`src/rtl/icts_ram.sv`:
```
module icts_ram #(
    parameter int WIDTH = 8,
    parameter int DEPTH = 16
) (
    input  logic                             aclk,
    input  logic                             we,
    input  logic [$clog2(DEPTH)-1:0]         waddr,
    input  logic [WIDTH-1:0]                 wdata,
    input  logic [$clog2(DEPTH)-1:0]         raddr,
    output logic [WIDTH-1:0]                 rdata
);

    logic [WIDTH-1:0] mem [DEPTH];
    logic [WIDTH-1:0] rdata_reg;

    always_ff @(posedge aclk) begin
        if (we) begin
            mem[waddr] <= wdata;
        end
        rdata_reg <= mem[raddr];
    end

    assign rdata = rdata_reg;

endmodule
```
`config.mk`:
```
export PLATFORM = sky130hd
export DESIGN_NAME = icts_ram
export DESIGN_NICKNAME = d
export VERILOG_FILES = /design/src/rtl/icts_ram.sv
export SDC_FILE = /design/constraint.sdc
export NUM_CORES = 1
export LEC_CHECK = 0
export BUFFER_PORTS_ARGS = -buffer_cell sky130_fd_sc_hd__buf_2
export CAP_MARGIN = 20
export CORE_UTILIZATION = 50
export DETAILED_ROUTE_END_ITERATION = 6
export PLACE_DENSITY = 0.65
export SYNTH_ARGS = -nofsm -noshare
export SYNTH_HDL_FRONTEND = slang
export SYNTH_SLANG_ARGS = --single-unit
```
`constraint.sdc`:
```
create_clock -name aclk -period 1.95 [get_ports aclk]
set_input_delay 0.195 -clock aclk [delete_from_list [all_inputs] [get_ports aclk]]
set_output_delay 0.195 -clock aclk [all_outputs]
set_load 0.1 [all_outputs]
```
==> results.json <==
{
  "outcome": "completed",
  "grtUsageMet1_pct": 28.9,
  "insertion_delay_ns": 0.51,
  "ys_top_cells_by_count": "edfxtp_1, mux4_2, a22oi_1",
  "port_buffers": 25,
  "peakVddDrop_mv": 0.605,
  "slew_headroom_pct": 67.5,
  "ys_ff_latch": 136,
  "grt_usage_pct": 20.7,
  "grt_pass1_wl_mm": 14.6,
  "drive_gt1_share_pct": 31.3,
  "cts_buffer_depth": 2,
  "synthSimpleGateAreaFrac_pct": 3.18,
  "synth_compound_area_share_pct": 2.33,
  "synth_top_family_by_area": "multiplexers",
  "drc": 0,
  "drtAntennaViolNets": 0,
  "nNetsFinal": 305,
  "postCtsHoldBufs": 0,
  "syn-num-nets": 247,
  "whs_ns": 0.0714,
  "r2r-start": "mem[10][2]",
  "die_y_um": 103,
  "cts_setup_buffers": 0,
  "place_ws_ns": 0.179,
  "synth_cell_types": 19,
  "min_from": "wdata[0]",
  "grt_max_degree": 20,
  "synth-edff-count": 128,
  "cts_tree": "yes",
  "utilization_pct": 62.2,
  "dieArea_um2": 10700,
  "vias": 2456,
  "criticalPathCategory": "flip-flop to primary output",
  "ys.flop_type": "edfxtp_1",
  "max_freq_mhz": 673,
  "place_inst": 401,
  "grt_setup_unrepaired": "no",
  "crit_family": "buffers and inverters",
  "largest_reg_flops": 128,
  "grt_overflow": 0,
  "hold_viol": 0,
  "grt_antenna_before_repair": 0,
  "die-width_um": 103,
  "fp.coreArea_um2": 9860,
  "cts_sinks": 136,
  "syn_inst": 229,
  "crit_path_start_kind": "flip-flop",
  "synth_top_area_share_pct": 74.7,
  "grt_pass1_vias": 2444,
  "synthesis.area_um2": 5150,
  "finalCritPeriodShare_pct": 76.1,
  "worst_pin_slew_ns": 0.491,
  "period_minus_slack_ns": 1.48,
  "maxCapViolations": 0,
  "cts_buffers": 17,
  "use_met2_pct": 31.9,
  "hold_path_depth": 1,
  "routed_wl_mm": 9.83,
  "num_rows": 36,
  "area_growth_pct": 19.2,
  "cp_slowest_cell": "buf_2",
  "worstPathArrival_ns": 1.29,
  "reg2reg_depth": 3,
  "r2r_slack_ns": 0.54,
  "hold_path_class": "input pin to flip-flop",
  "firstDrtPassIters": 4,
  "pin_count": 26,
  "critical_path.max_fanout": 1,
  "yosys.area.top_type": "edfxtp_1",
  "end_kind": "primary output",
  "start_util_pct": 52.2,
  "wire_per_inst_um": 22.7,
  "power_density_nw_per_um2": 1130,
  "finalMaxSlewViolations": 0,
  "setup_ws_ns": 0.465,
  "stdcell_count": 433,
  "insertedDiodeCount": 0,
  "vias_per_cell": 5.67,
  "grt-busiest-layer": "met2",
  "yosysWarnings": 0,
  "synth_area_per_cell_um2": 22.5,
  "holdPathEnd": "mem[4][0]",
  "synthXorXnorAreaFrac_pct": 0,
  "setup_viol_count_final": 0,
  "tns_ns": 0,
  "p_leak_nw": 2.11,
  "max_stage_delay_ns": 0.44,
  "netlist_top_cells_area": "edfxtp_1, mux4_2, mux4_1",
  "post_cts_resized": 0,
  "drt-initial-drc-count": 131,
  "startpoint": "rdata[2]",
  "skew_ns": 0.00738,
  "yosysSeqAreaShare_pct": 77.8,
  "worst-path-buf-inv": 1,
  "cts_root_buf": "clkbuf_8",
  "crit_chain": "buf_2",
  "use_met3_pct": 4.97,
  "async_reset_ff_share_pct": 0,
  "htreeDepth": 4,
  "synth-adder-area-share_pct": 0,
  "muxShareOfSynthArea_pct": 15.0,
  "r2r-end": "rdata[2]",
  "place_congestion": 0.725,
  "dp_hpwl_mm": 6.18,
  "yosysMostFrequentCell": "edfxtp_1",
  "crit_required_ns": 1.75,
  "clkTransAtPathRegs_ns": 0.06
}
-- layer usage --
metal | wire length, um | part of all wire (%)
met4 | 125 | 1.3
met1 | 4380 | 45
met2 | 4810 | 49
met5 | 0 | 0
met3 | 512 | 5.2
-- worst max path at each step --
stage | slack, ns | to | cells after the start
3_3_place_gp | 0.22 | rdata[2] | 5
3_5_place_dp | 0.18 | rdata[2] | 5
4_1_cts | 0.43 | rdata[2] | 1
6_report | 0.47 | rdata[2] | 1
2_1_floorplan | 0.26 | mem[0][0] | 2
5_1_grt | 0.40 | rdata[2] | 1
-- layout make-up --
cell class / instances / area [um2]
multi-input combinational: 83 / 1060
clock buffer: 22 / 433
sequential: 136 / 4000
fill: 683 / 3730
clock inverter: 10 / 155
timing repair buffer: 49 / 318
tap: 133 / 166
-- cell usage in the layout (no fill, tap or decap), drive strengths merged, types with 2 or more instances in the layout --
cell type and n:
edfxtp 128, buf 49, mux4 32, clkbuf 22, a22oi 16, nor2 13, nand2 9, dfxtp 8
clkinv 5, nor3 4, bufinv 4, nand3b 2, nand2b 2
-- stage by stage --
| step | total power, mW | area [um2] |
|---|---|---|
| 2_1_floorplan | 3.65 | 5150 |
| 3_3_place_gp | 3.79 | 5550 |
| 3_5_place_dp | 3.80 | 5550 |
| 4_1_cts | 6.95 | 6130 |
| 5_1_grt | 7.11 | 6130 |
| 6_report | 6.91 | 6130 |
-- report_power, final --
group          internal [mW]  leakage (nW)  switching, mW
combinational          0.135         0.600          0.311
sequential              3.27          1.22         0.0169
clock                   2.07         0.284           1.11
-- cell families after synthesis --
group                  count (synthesis)
buffers and inverters                 10
and+or+nand+nor                       35
AOI/OAI and AO/OA                     16
muxes                                 32
DFF                                  136
No activity file was read; power rests on OpenSTA's default activity.
